`src/sv/lpte_pkg.sv`:
```
// ----------------------------------------------------------------------------
// lpte_pkg
// Shared types and constants for the long-press timed enable block.
// ----------------------------------------------------------------------------
package lpte_pkg;

  // Width of the elapsed-time counter
  localparam int unsigned TimeBits = 32;
  localparam int unsigned WinBits  = 32;
  localparam int unsigned CmpBits  = (TimeBits > WinBits) ? TimeBits : WinBits;

  localparam int unsigned DebBits    = 8;
  localparam int unsigned HoldBits   = 16;
  localparam int unsigned SettleBits = 9;

  localparam logic [DebBits-1:0]  DebounceRst  = DebBits'(50);
  localparam logic [HoldBits-1:0] LongPressRst = HoldBits'(3000);
  localparam logic [WinBits-1:0]  WindowRst    = WinBits'(300000);

  // Opcodes of the input beat; the fourth code is ignored
  localparam logic [1:0] OpTick    = 2'd0;
  localparam logic [1:0] OpEnable  = 2'd1;
  localparam logic [1:0] OpDisable = 2'd2;

  // Configuration register indexes
  localparam logic [1:0] CfgDebounce  = 2'd0;
  localparam logic [1:0] CfgLongPress = 2'd1;
  localparam logic [1:0] CfgWindow    = 2'd2;

  typedef enum logic [1:0] {
    EV_NONE    = 2'd0,
    EV_OPENED  = 2'd1,
    EV_CLOSED  = 2'd2,
    EV_REFUSED = 2'd3
  } event_e;

  typedef enum logic [1:0] {
    PH_IDLE    = 2'd0,
    PH_PRESSED = 2'd1,
    PH_LONG    = 2'd2
  } phase_e;

endpackage

```
`src/sv/lpte_if.sv`:
```
// ----------------------------------------------------------------------------
// lpte interfaces
// Input, result and configuration channels with valid/ready handshake.
// ----------------------------------------------------------------------------
interface lpte_in_if import lpte_pkg::*; ();
  logic               valid;
  logic               ready;
  logic [1:0]         opcode;
  logic               raw_level;
  logic               connected;
  logic               radio_available;
  logic [WinBits-1:0] window_request;
  logic               feedback_request;

  modport source (output valid, opcode, raw_level, connected, radio_available,
                  window_request, feedback_request, input ready);
  modport sink   (input valid, opcode, raw_level, connected, radio_available,
                  window_request, feedback_request, output ready);
endinterface

interface lpte_out_if import lpte_pkg::*; ();
  logic               valid;
  logic               ready;
  logic               window_open;
  logic               feedback_on;
  logic [WinBits-1:0] remaining;
  logic [1:0]         event_res;
  logic [1:0]         button_phase;

  modport source (output valid, window_open, feedback_on, remaining, event_res,
                  button_phase, input ready);
  modport sink   (input valid, window_open, feedback_on, remaining, event_res,
                  button_phase, output ready);
endinterface

interface lpte_cfg_if import lpte_pkg::*; ();
  logic               valid;
  logic               ready;
  logic [1:0]         index;
  logic [WinBits-1:0] data;

  modport source (output valid, index, data, input ready);
  modport sink   (input valid, index, data, output ready);
endinterface

```
`src/sv/long_press_timed_enable.sv`:
```
// ----------------------------------------------------------------------------
// long_press_timed_enable
// Debounced long-press detector that opens a timed enable window.
// ----------------------------------------------------------------------------
// Each accepted input beat passes the input register, then the result register.
// Throughput: one beat per cycle when out_o is not stalled; the input register
//   feeds one pass of counter/compare logic, updating state and result register.
// Reset: async active low; debounce state released, phase idle, window closed,
//   configuration back to its defaults, both pipeline stages empty.
module long_press_timed_enable import lpte_pkg::*; (
  input  logic  clk_i,
  input  logic  rst_ni,
  lpte_in_if.sink    in_i,
  lpte_cfg_if.sink   cfg_i,
  lpte_out_if.source out_o
);

  // configuration
  logic [DebBits-1:0]  debounce_q;
  logic [HoldBits-1:0] long_press_q;
  logic [WinBits-1:0]  default_win_q;

  // input stage
  logic               in_vld_q;
  logic [1:0]         op_q;
  logic               raw_q, conn_q, radio_q, fb_q;
  logic [WinBits-1:0] req_q;

  // block state
  logic                  last_raw_q, last_raw_d;
  logic                  stable_q, stable_d;
  logic [SettleBits-1:0] settle_q, settle_d;
  phase_e                phase_q, phase_d;
  logic [HoldBits-1:0]   hold_q, hold_d;
  logic                  open_q, open_d;
  logic [TimeBits-1:0]   elapsed_q, elapsed_d;
  logic [WinBits-1:0]    win_len_q, win_len_d;
  logic                  fb_want_q, fb_want_d;
  logic                  fb_shown_q, fb_shown_d;

  // result stage
  logic               out_vld_q;
  logic               res_open_q, res_fb_q;
  logic [WinBits-1:0] res_rem_q, res_rem_d;
  event_e             res_ev_q, ev_d;
  phase_e             res_phase_q;

  logic               advance;
  logic               is_tick, do_open;
  logic [WinBits-1:0] open_len;
  logic               open_fb;
  logic [CmpBits-1:0] el_x, len_x, diff_x;

  assign advance      = in_vld_q && (!out_vld_q || out_o.ready);
  assign in_i.ready   = !in_vld_q || advance;
  assign cfg_i.ready  = 1'b1;

  // ---------------- configuration ----------------
  always_ff @(posedge clk_i or negedge rst_ni) begin
    if (!rst_ni) begin
      debounce_q    <= DebounceRst;
      long_press_q  <= LongPressRst;
      default_win_q <= WindowRst;
    end else if (cfg_i.valid) begin
      case (cfg_i.index)
        CfgDebounce:  debounce_q    <= cfg_i.data[DebBits-1:0];
        CfgLongPress: long_press_q  <= cfg_i.data[HoldBits-1:0];
        CfgWindow:    default_win_q <= cfg_i.data;
        default: ;
      endcase
    end
  end

  // ---------------- input register ----------------
  always_ff @(posedge clk_i or negedge rst_ni) begin
    if (!rst_ni) begin
      in_vld_q <= 1'b0;
    end else if (in_i.ready) begin
      in_vld_q <= in_i.valid;
    end
  end

  always_ff @(posedge clk_i) begin
    if (in_i.valid && in_i.ready) begin
      op_q    <= in_i.opcode;
      raw_q   <= in_i.raw_level;
      conn_q  <= in_i.connected;
      radio_q <= in_i.radio_available;
      req_q   <= in_i.window_request;
      fb_q    <= in_i.feedback_request;
    end
  end

  // ---------------- next state and result ----------------
  always_comb begin
    last_raw_d = last_raw_q;
    stable_d   = stable_q;
    settle_d   = settle_q;
    phase_d    = phase_q;
    hold_d     = hold_q;
    open_d     = open_q;
    elapsed_d  = elapsed_q;
    win_len_d  = win_len_q;
    fb_want_d  = fb_want_q;
    fb_shown_d = fb_shown_q;
    ev_d       = EV_NONE;
    do_open    = 1'b0;
    is_tick    = (op_q == OpTick);
    open_len   = (op_q == OpEnable) ? req_q : '0;
    open_fb    = (op_q == OpEnable) ? fb_q : 1'b1;

    if (is_tick) begin
      if (open_q && (elapsed_q != '1)) begin
        elapsed_d = elapsed_q + TimeBits'(1);
      end
      // debounce
      if (raw_q != last_raw_q) begin
        settle_d = '0;
      end else if (settle_q != '1) begin
        settle_d = settle_q + SettleBits'(1);
      end
      if (settle_d > SettleBits'(debounce_q)) begin
        stable_d = raw_q;
      end
      last_raw_d = raw_q;

      // button machine; pressed is stable level low
      case (phase_q)
        PH_IDLE: begin
          if (!stable_d) begin
            phase_d = PH_PRESSED;
            hold_d  = '0;
          end
        end
        PH_PRESSED: begin
          if (stable_d) begin
            phase_d = PH_IDLE;
          end else begin
            if (hold_q != '1) begin
              hold_d = hold_q + HoldBits'(1);
            end
            if (hold_d >= long_press_q) begin
              phase_d = PH_LONG;
              do_open = 1'b1;
            end
          end
        end
        default: begin
          if (stable_d) begin
            phase_d = PH_IDLE;
          end
        end
      endcase
    end else if (op_q == OpEnable) begin
      do_open = 1'b1;
    end else if (op_q == OpDisable) begin
      if (open_q) begin
        open_d     = 1'b0;
        fb_shown_d = 1'b0;
        fb_want_d  = 1'b0;
        ev_d       = EV_CLOSED;
      end
    end

    if (do_open) begin
      if (!radio_q) begin
        open_d     = 1'b0;
        fb_shown_d = 1'b0;
        fb_want_d  = 1'b0;
        ev_d       = EV_REFUSED;
      end else begin
        win_len_d  = (open_len == '0) ? default_win_q : open_len;
        elapsed_d  = '0;
        open_d     = 1'b1;
        fb_want_d  = open_fb;
        fb_shown_d = open_fb && !conn_q;
        ev_d       = EV_OPENED;
      end
    end

    el_x  = CmpBits'(elapsed_d);
    len_x = CmpBits'(win_len_d);

    // window end check and feedback tracking, ticks only
    if (is_tick && open_d) begin
      if (el_x >= len_x) begin
        open_d     = 1'b0;
        fb_shown_d = 1'b0;
        fb_want_d  = 1'b0;
        ev_d       = EV_CLOSED;
      end else if (conn_q && fb_shown_d) begin
        fb_shown_d = 1'b0;
      end else if (!conn_q && !fb_shown_d && fb_want_d) begin
        fb_shown_d = 1'b1;
      end
    end

    diff_x    = len_x - el_x;
    res_rem_d = (open_d && (el_x < len_x)) ? diff_x[WinBits-1:0] : '0;
  end

  always_ff @(posedge clk_i or negedge rst_ni) begin
    if (!rst_ni) begin
      last_raw_q <= 1'b1;
      stable_q   <= 1'b1;
      settle_q   <= '0;
      phase_q    <= PH_IDLE;
      hold_q     <= '0;
      open_q     <= 1'b0;
      elapsed_q  <= '0;
      win_len_q  <= '0;
      fb_want_q  <= 1'b0;
      fb_shown_q <= 1'b0;
    end else if (advance) begin
      last_raw_q <= last_raw_d;
      stable_q   <= stable_d;
      settle_q   <= settle_d;
      phase_q    <= phase_d;
      hold_q     <= hold_d;
      open_q     <= open_d;
      elapsed_q  <= elapsed_d;
      win_len_q  <= win_len_d;
      fb_want_q  <= fb_want_d;
      fb_shown_q <= fb_shown_d;
    end
  end

  // ---------------- result register ----------------
  always_ff @(posedge clk_i or negedge rst_ni) begin
    if (!rst_ni) begin
      out_vld_q <= 1'b0;
    end else begin
      out_vld_q <= advance || (out_vld_q && !out_o.ready);
    end
  end

  always_ff @(posedge clk_i) begin
    if (advance) begin
      res_open_q  <= open_d;
      res_fb_q    <= open_d && fb_shown_d;
      res_rem_q   <= res_rem_d;
      res_ev_q    <= ev_d;
      res_phase_q <= phase_d;
    end
  end

  assign out_o.valid        = out_vld_q;
  assign out_o.window_open  = res_open_q;
  assign out_o.feedback_on  = res_fb_q;
  assign out_o.remaining    = res_rem_q;
  assign out_o.event_res    = res_ev_q;
  assign out_o.button_phase = res_phase_q;

endmodule

```
`src/flat_wrapper.sv`:
```
// flat-port wrapper written by rule: the top's interface ports become plain ports
module long_press_timed_enable_flat import lpte_pkg::*;
  (clk_i, rst_ni, in_i_valid, in_i_opcode, in_i_raw_level, in_i_connected, in_i_radio_available, in_i_window_request, in_i_feedback_request, in_i_ready, cfg_i_valid, cfg_i_index, cfg_i_data, cfg_i_ready, out_o_valid, out_o_window_open, out_o_feedback_on, out_o_remaining, out_o_event_res, out_o_button_phase, out_o_ready);
  lpte_in_if in_i_i ();
  lpte_cfg_if cfg_i_i ();
  lpte_out_if out_o_i ();
  input  logic clk_i;
  input  logic rst_ni;
  input wire logic [$bits(in_i_i.valid)-1:0] in_i_valid;
  input wire logic [$bits(in_i_i.opcode)-1:0] in_i_opcode;
  input wire logic [$bits(in_i_i.raw_level)-1:0] in_i_raw_level;
  input wire logic [$bits(in_i_i.connected)-1:0] in_i_connected;
  input wire logic [$bits(in_i_i.radio_available)-1:0] in_i_radio_available;
  input wire logic [$bits(in_i_i.window_request)-1:0] in_i_window_request;
  input wire logic [$bits(in_i_i.feedback_request)-1:0] in_i_feedback_request;
  output wire logic [$bits(in_i_i.ready)-1:0] in_i_ready;
  input wire logic [$bits(cfg_i_i.valid)-1:0] cfg_i_valid;
  input wire logic [$bits(cfg_i_i.index)-1:0] cfg_i_index;
  input wire logic [$bits(cfg_i_i.data)-1:0] cfg_i_data;
  output wire logic [$bits(cfg_i_i.ready)-1:0] cfg_i_ready;
  output wire logic [$bits(out_o_i.valid)-1:0] out_o_valid;
  output wire logic [$bits(out_o_i.window_open)-1:0] out_o_window_open;
  output wire logic [$bits(out_o_i.feedback_on)-1:0] out_o_feedback_on;
  output wire logic [$bits(out_o_i.remaining)-1:0] out_o_remaining;
  output wire logic [$bits(out_o_i.event_res)-1:0] out_o_event_res;
  output wire logic [$bits(out_o_i.button_phase)-1:0] out_o_button_phase;
  input wire logic [$bits(out_o_i.ready)-1:0] out_o_ready;
  assign in_i_i.valid = in_i_valid;
  assign in_i_i.opcode = in_i_opcode;
  assign in_i_i.raw_level = in_i_raw_level;
  assign in_i_i.connected = in_i_connected;
  assign in_i_i.radio_available = in_i_radio_available;
  assign in_i_i.window_request = in_i_window_request;
  assign in_i_i.feedback_request = in_i_feedback_request;
  assign in_i_ready = in_i_i.ready;
  assign cfg_i_i.valid = cfg_i_valid;
  assign cfg_i_i.index = cfg_i_index;
  assign cfg_i_i.data = cfg_i_data;
  assign cfg_i_ready = cfg_i_i.ready;
  assign out_o_valid = out_o_i.valid;
  assign out_o_window_open = out_o_i.window_open;
  assign out_o_feedback_on = out_o_i.feedback_on;
  assign out_o_remaining = out_o_i.remaining;
  assign out_o_event_res = out_o_i.event_res;
  assign out_o_button_phase = out_o_i.button_phase;
  assign out_o_i.ready = out_o_ready;
  long_press_timed_enable u_core (.clk_i(clk_i), .rst_ni(rst_ni), .in_i(in_i_i), .cfg_i(cfg_i_i), .out_o(out_o_i));
endmodule
```
`config.mk`:
```
export PLATFORM = sky130hd
export DESIGN_NAME = long_press_timed_enable_flat
export DESIGN_NICKNAME = d
export VERILOG_FILES = /design/src/sv/lpte_pkg.sv /design/src/sv/lpte_if.sv /design/src/sv/long_press_timed_enable.sv /design/src/flat_wrapper.sv
export SDC_FILE = /design/constraint.sdc
export NUM_CORES = 1
export LEC_CHECK = 0
export ABC_AREA = 0
export BUFFER_PORTS_ARGS = -buffer_cell sky130_fd_sc_hd__buf_2
export CAP_MARGIN = 30
export CORE_MARGIN = 1.5
export CORE_UTILIZATION = 46
export CTS_BUF_LIST = sky130_fd_sc_hd__clkbuf_4
export DETAILED_ROUTE_END_ITERATION = 7
export GPL_TIMING_DRIVEN = 0
export SYNTH_ARGS = -nofsm -noshare
export SYNTH_HDL_FRONTEND = slang
export SYNTH_SLANG_ARGS = --single-unit
export TNS_END_PERCENT = 100
```
`constraint.sdc`:
```
create_clock -name clk_i -period 7.4 [get_ports clk_i]
set_input_delay 1.48 -clock clk_i [delete_from_list [all_inputs] [get_ports clk_i]]
set_output_delay 1.48 -clock clk_i [all_outputs]
set_load 0.005 [all_outputs]
```
==> impl_metrics.env <==
export IMPL_synth_compound_area_frac=0.141
export IMPL_placed_area_um2=14000
export IMPL_drt_initial_drc_count=544
export IMPL_skew_ns=0.0422
export IMPL_synthArstFlopShare=0.670
export IMPL_area_growth_pct=15.9
export IMPL_place_congestion=0.863
export IMPL_r2r_start="u_core.settle_q[0]"
export IMPL_clock_sinks=230
export IMPL_clock_latency_ns=0.70
export IMPL_io_buffers=116
export IMPL_fin_tns_setup_ns=0
export IMPL_slowest_stage="o31ai_4"
export IMPL_cap_violations=0
export IMPL_cts_made_buffers=61
export IMPL_max_freq_ghz=0.145
export IMPL_design_area_um2=15000
export IMPL_drt_total_wl_mm=31.1
export IMPL_synth_mux_area_frac=0.114
export IMPL_postCtsSetupBuffers=0
export IMPL_first_pass_iters=5
export IMPL_cts_resized=12
export IMPL_die_width_um=171
export IMPL_worstHoldStart="u_core.win_len_q[9]"
export IMPL_dp_cells=1689
export IMPL_synth_xor_xnor_area_share=0.0489
export IMPL_grt_pass1_wl_mm=49.4
export IMPL_synthAdderAreaFrac=0.0587
export IMPL_synthSimpleGateAreaFrac=0.131
export IMPL_synth_main_ff_cell="dfrtp_1"
export IMPL_syn_avg_cell_area_um2=10.8
export IMPL_drc=0
export IMPL_power_density_nw_per_um2=305
export IMPL_grt_overflow_total=0
export IMPL_slew_viol_final=0
export IMPL_path_class="reg -> reg"
export IMPL_hold_slack_ns=0.504
export IMPL_die_area_um2=29100
export IMPL_clock_root_buffer="clkbuf_4"
export IMPL_relSlewSlack=0.507
export IMPL_htreeDepth=2
export IMPL_die_h_um=171
export IMPL_status="finished clean"
export IMPL_synth_top_family_by_area="compound AO/OA/AOI/OAI gates"
export IMPL_vias=9745
export IMPL_track_usage=0.219
export IMPL_worst_path_largest_cell_delay_ns=0.50
export IMPL_vdd_ir_drop_max_v=0.000161
export IMPL_core_area_um2=27700
export IMPL_hold_violations=0
export IMPL_cp_max_fo=10
export IMPL_setup_viol=0
export IMPL_fin_crit_sh=0.931
export IMPL_layout_nets=1509
export IMPL_synth_cells=1192
export IMPL_place_hpwl_mm=23.4
export IMPL_rows=61
export IMPL_p_leak_nw=6.53
export IMPL_max_slew_worst_pin_slew_ns=0.739
export IMPL_synth_area_um2=12900
export IMPL_rsz0062_at_grt="no"
export IMPL_synth_warnings=0
export IMPL_cts_tree="built"
export IMPL_syn_nets=1329
export IMPL_fin_ws_ns=0.510
export IMPL_critPathLaunchType="flop"
export IMPL_seq_area_frac_synth=0.477
export IMPL_clk_pin_slew_ns=0.07
export IMPL_dp_slack_ns=-1.10
export IMPL_fin_crit_ns=6.89
export IMPL_drive_above_1_share=0.279
export IMPL_grt_max_degree=112
export IMPL_crit_path_end_kind="flop"
export IMPL_n_fill_cell=2531
export IMPL_antenna_found_initial=1
export IMPL_clk_path_buf_depth=3
export IMPL_wire_per_inst_um=17.2
export IMPL_synth_seq_cells=230
export IMPL_drt_vias_per_instance=5.40
export IMPL_synthDistinctLibCells=76
export IMPL_grt_pass1_vias=9427
export IMPL_fin_cells=1803
export IMPL_min_path_type="reg -> reg"
export IMPL_worstPathArrival_ns=7.44
export IMPL_ios=118
export IMPL_ant_nets=0
export IMPL_synth_edf_count=76
export IMPL_start_util=0.466
export IMPL_startpoint="u_core.settle_q[0]"
export IMPL_required_ns=7.95
export IMPL_crit_top_cell="ha_1"
export IMPL_hold_buffers=0
## layout by cell type (no fill, tap or decap), types with 23 or more instances in the layout
cell type,synthesis,layout
nand4_1,23,23
o21ai_1,29,26
edfxtp_1,76,76
xnor2_1,35,35
mux2_4,26,26
nor2_1,82,81
a22o_1,40,40
ha_1,59,59
dfrtp_1,134,134
inv_1,38,38
clkbuf_4,0,106
mux2_2,86,86
xor2_1,37,37
nand2_1,103,103
clkbuf_1,38,30
nand3_1,31,31
o21ai_0,56,55
buf_2,3,118
a21oi_1,48,47
## metrics by stage
stage	util	power (mW)
2_1_floorplan	-	2.91
6_report	0.540	4.57
3_3_place_gp	0.504	3.31
4_1_cts	0.539	4.59
5_1_grt	0.540	4.88
3_5_place_dp	0.507	3.35
## registers in the layout, summed over array words and instances, names as in the netlist, 8 cells and up
signal                  cells
u_core.default_win_q       32
u_core.debounce_q           8
u_core.out_o.remaining     32
u_core.elapsed_q           32
u_core.settle_q             9
u_core.long_press_q        16
u_core.hold_q              16
u_core.req_q               32
u_core.win_len_q           32
## critical path: cells and delay by family, from the launching register on
kind	cells	cell delay, ns
AO/OA/AOI/OAI	13	2.94
XOR/XNOR	1	0.18
adder cells (fa/ha/maj)	4	1.20
buffers and inverters	4	0.71
flip-flops	1	0.41
multiplexers	1	0.23
AND/OR/NAND/NOR	6	1.06
## report_power, final
group	total, mW	switching, mW	internal, mW
Sequential	1.68	0.112	1.57
Clock	1.19	0.525	0.668
Combinational	1.69	0.924	0.771
## path summary, 6_finish.rpt
kind	to	slack [ns]	cells past startpoint
worst max-delay path	u_core.out_o.remaining[31]	0.51	29
worst min-delay path	u_core.win_len_q[9]	0.50	1
worst max register to register	u_core.out_o.remaining[31]	0.51	29
worst min register to register	u_core.win_len_q[9]	0.50	1
max in group asynchronous	u_core.win_len_q[19]	5.82	2
min in group asynchronous	u_core.long_press_q[1]	0.68	1
## cells by family (layout without fill, tap and decap cells)
logic type	after synthesis	in the layout
AOI/OAI and AO/OA	272	272
xor gates and xnor gates	72	72
adders and majority gates	60	60
buffers and inverters	87	319
DFF	230	230
muxes	123	123
other	1	2
and+or+nand+nor	347	347
## per-layer routing
metal	GRT usage	vias to the layer above	share of wire
met4	0.0831	0	0.029
met5	0	-	0
met1	0.302	4638	0.48
met2	0.344	262	0.45
met3	0.0386	69	0.046
li1	-	4776	-
## synth_stat cells, types with 6 or more instances
master,n,share of area
dfrtp_1,134,0.26
nand2_1,103,0.030
mux2_2,86,0.075
nor2_1,82,0.024
edfxtp_1,76,0.18
ha_1,59,0.057
o21ai_0,56,0.022
a21oi_1,48,0.019
a22o_1,40,0.027
clkbuf_1,38,0.011
inv_1,38,0.011
xor2_1,37,0.025
xnor2_1,35,0.024
nand3_1,31,0.012
o21ai_1,29,0.011
mux2_4,26,0.030
nand4_1,23,0.011
a21o_1,22,0.013
dfstp_2,20,0.041
o31ai_1,16,0.0093
and3_1,14,0.0068
nor2b_1,14,0.0068
nand2b_1,12,0.0058
nor3_1,11,0.0043
and2_1,10,0.0048
nor4_1,10,0.0048
o21a_1,9,0.0052
a31oi_1,8,0.0039
mux2i_1,7,0.0054
nor4b_1,6,0.0041
o21bai_1,6,0.0035
or2_1,6,0.0029
or3_1,6,0.0029
## final cells by class
| class | count | area (µm²) | share of cell area |
|---|---|---|---|
| repair buffers | 119 | 658 | 0.0440 |
| diodes | 1 | 2.50 | 0.000167 |
| clock buffers | 105 | 788 | 0.0527 |
| multi-input cells | 875 | 6440 | 0.431 |
| clock inverters | 10 | 70.1 | 0.00468 |
| well taps | 378 | 473 | 0.0316 |
| flip-flops and latches | 230 | 6160 | 0.412 |
| plain buffers | 45 | 216 | 0.0145 |
| inverters | 40 | 150 | 0.0100 |
(Power assumes the default switching activity.)
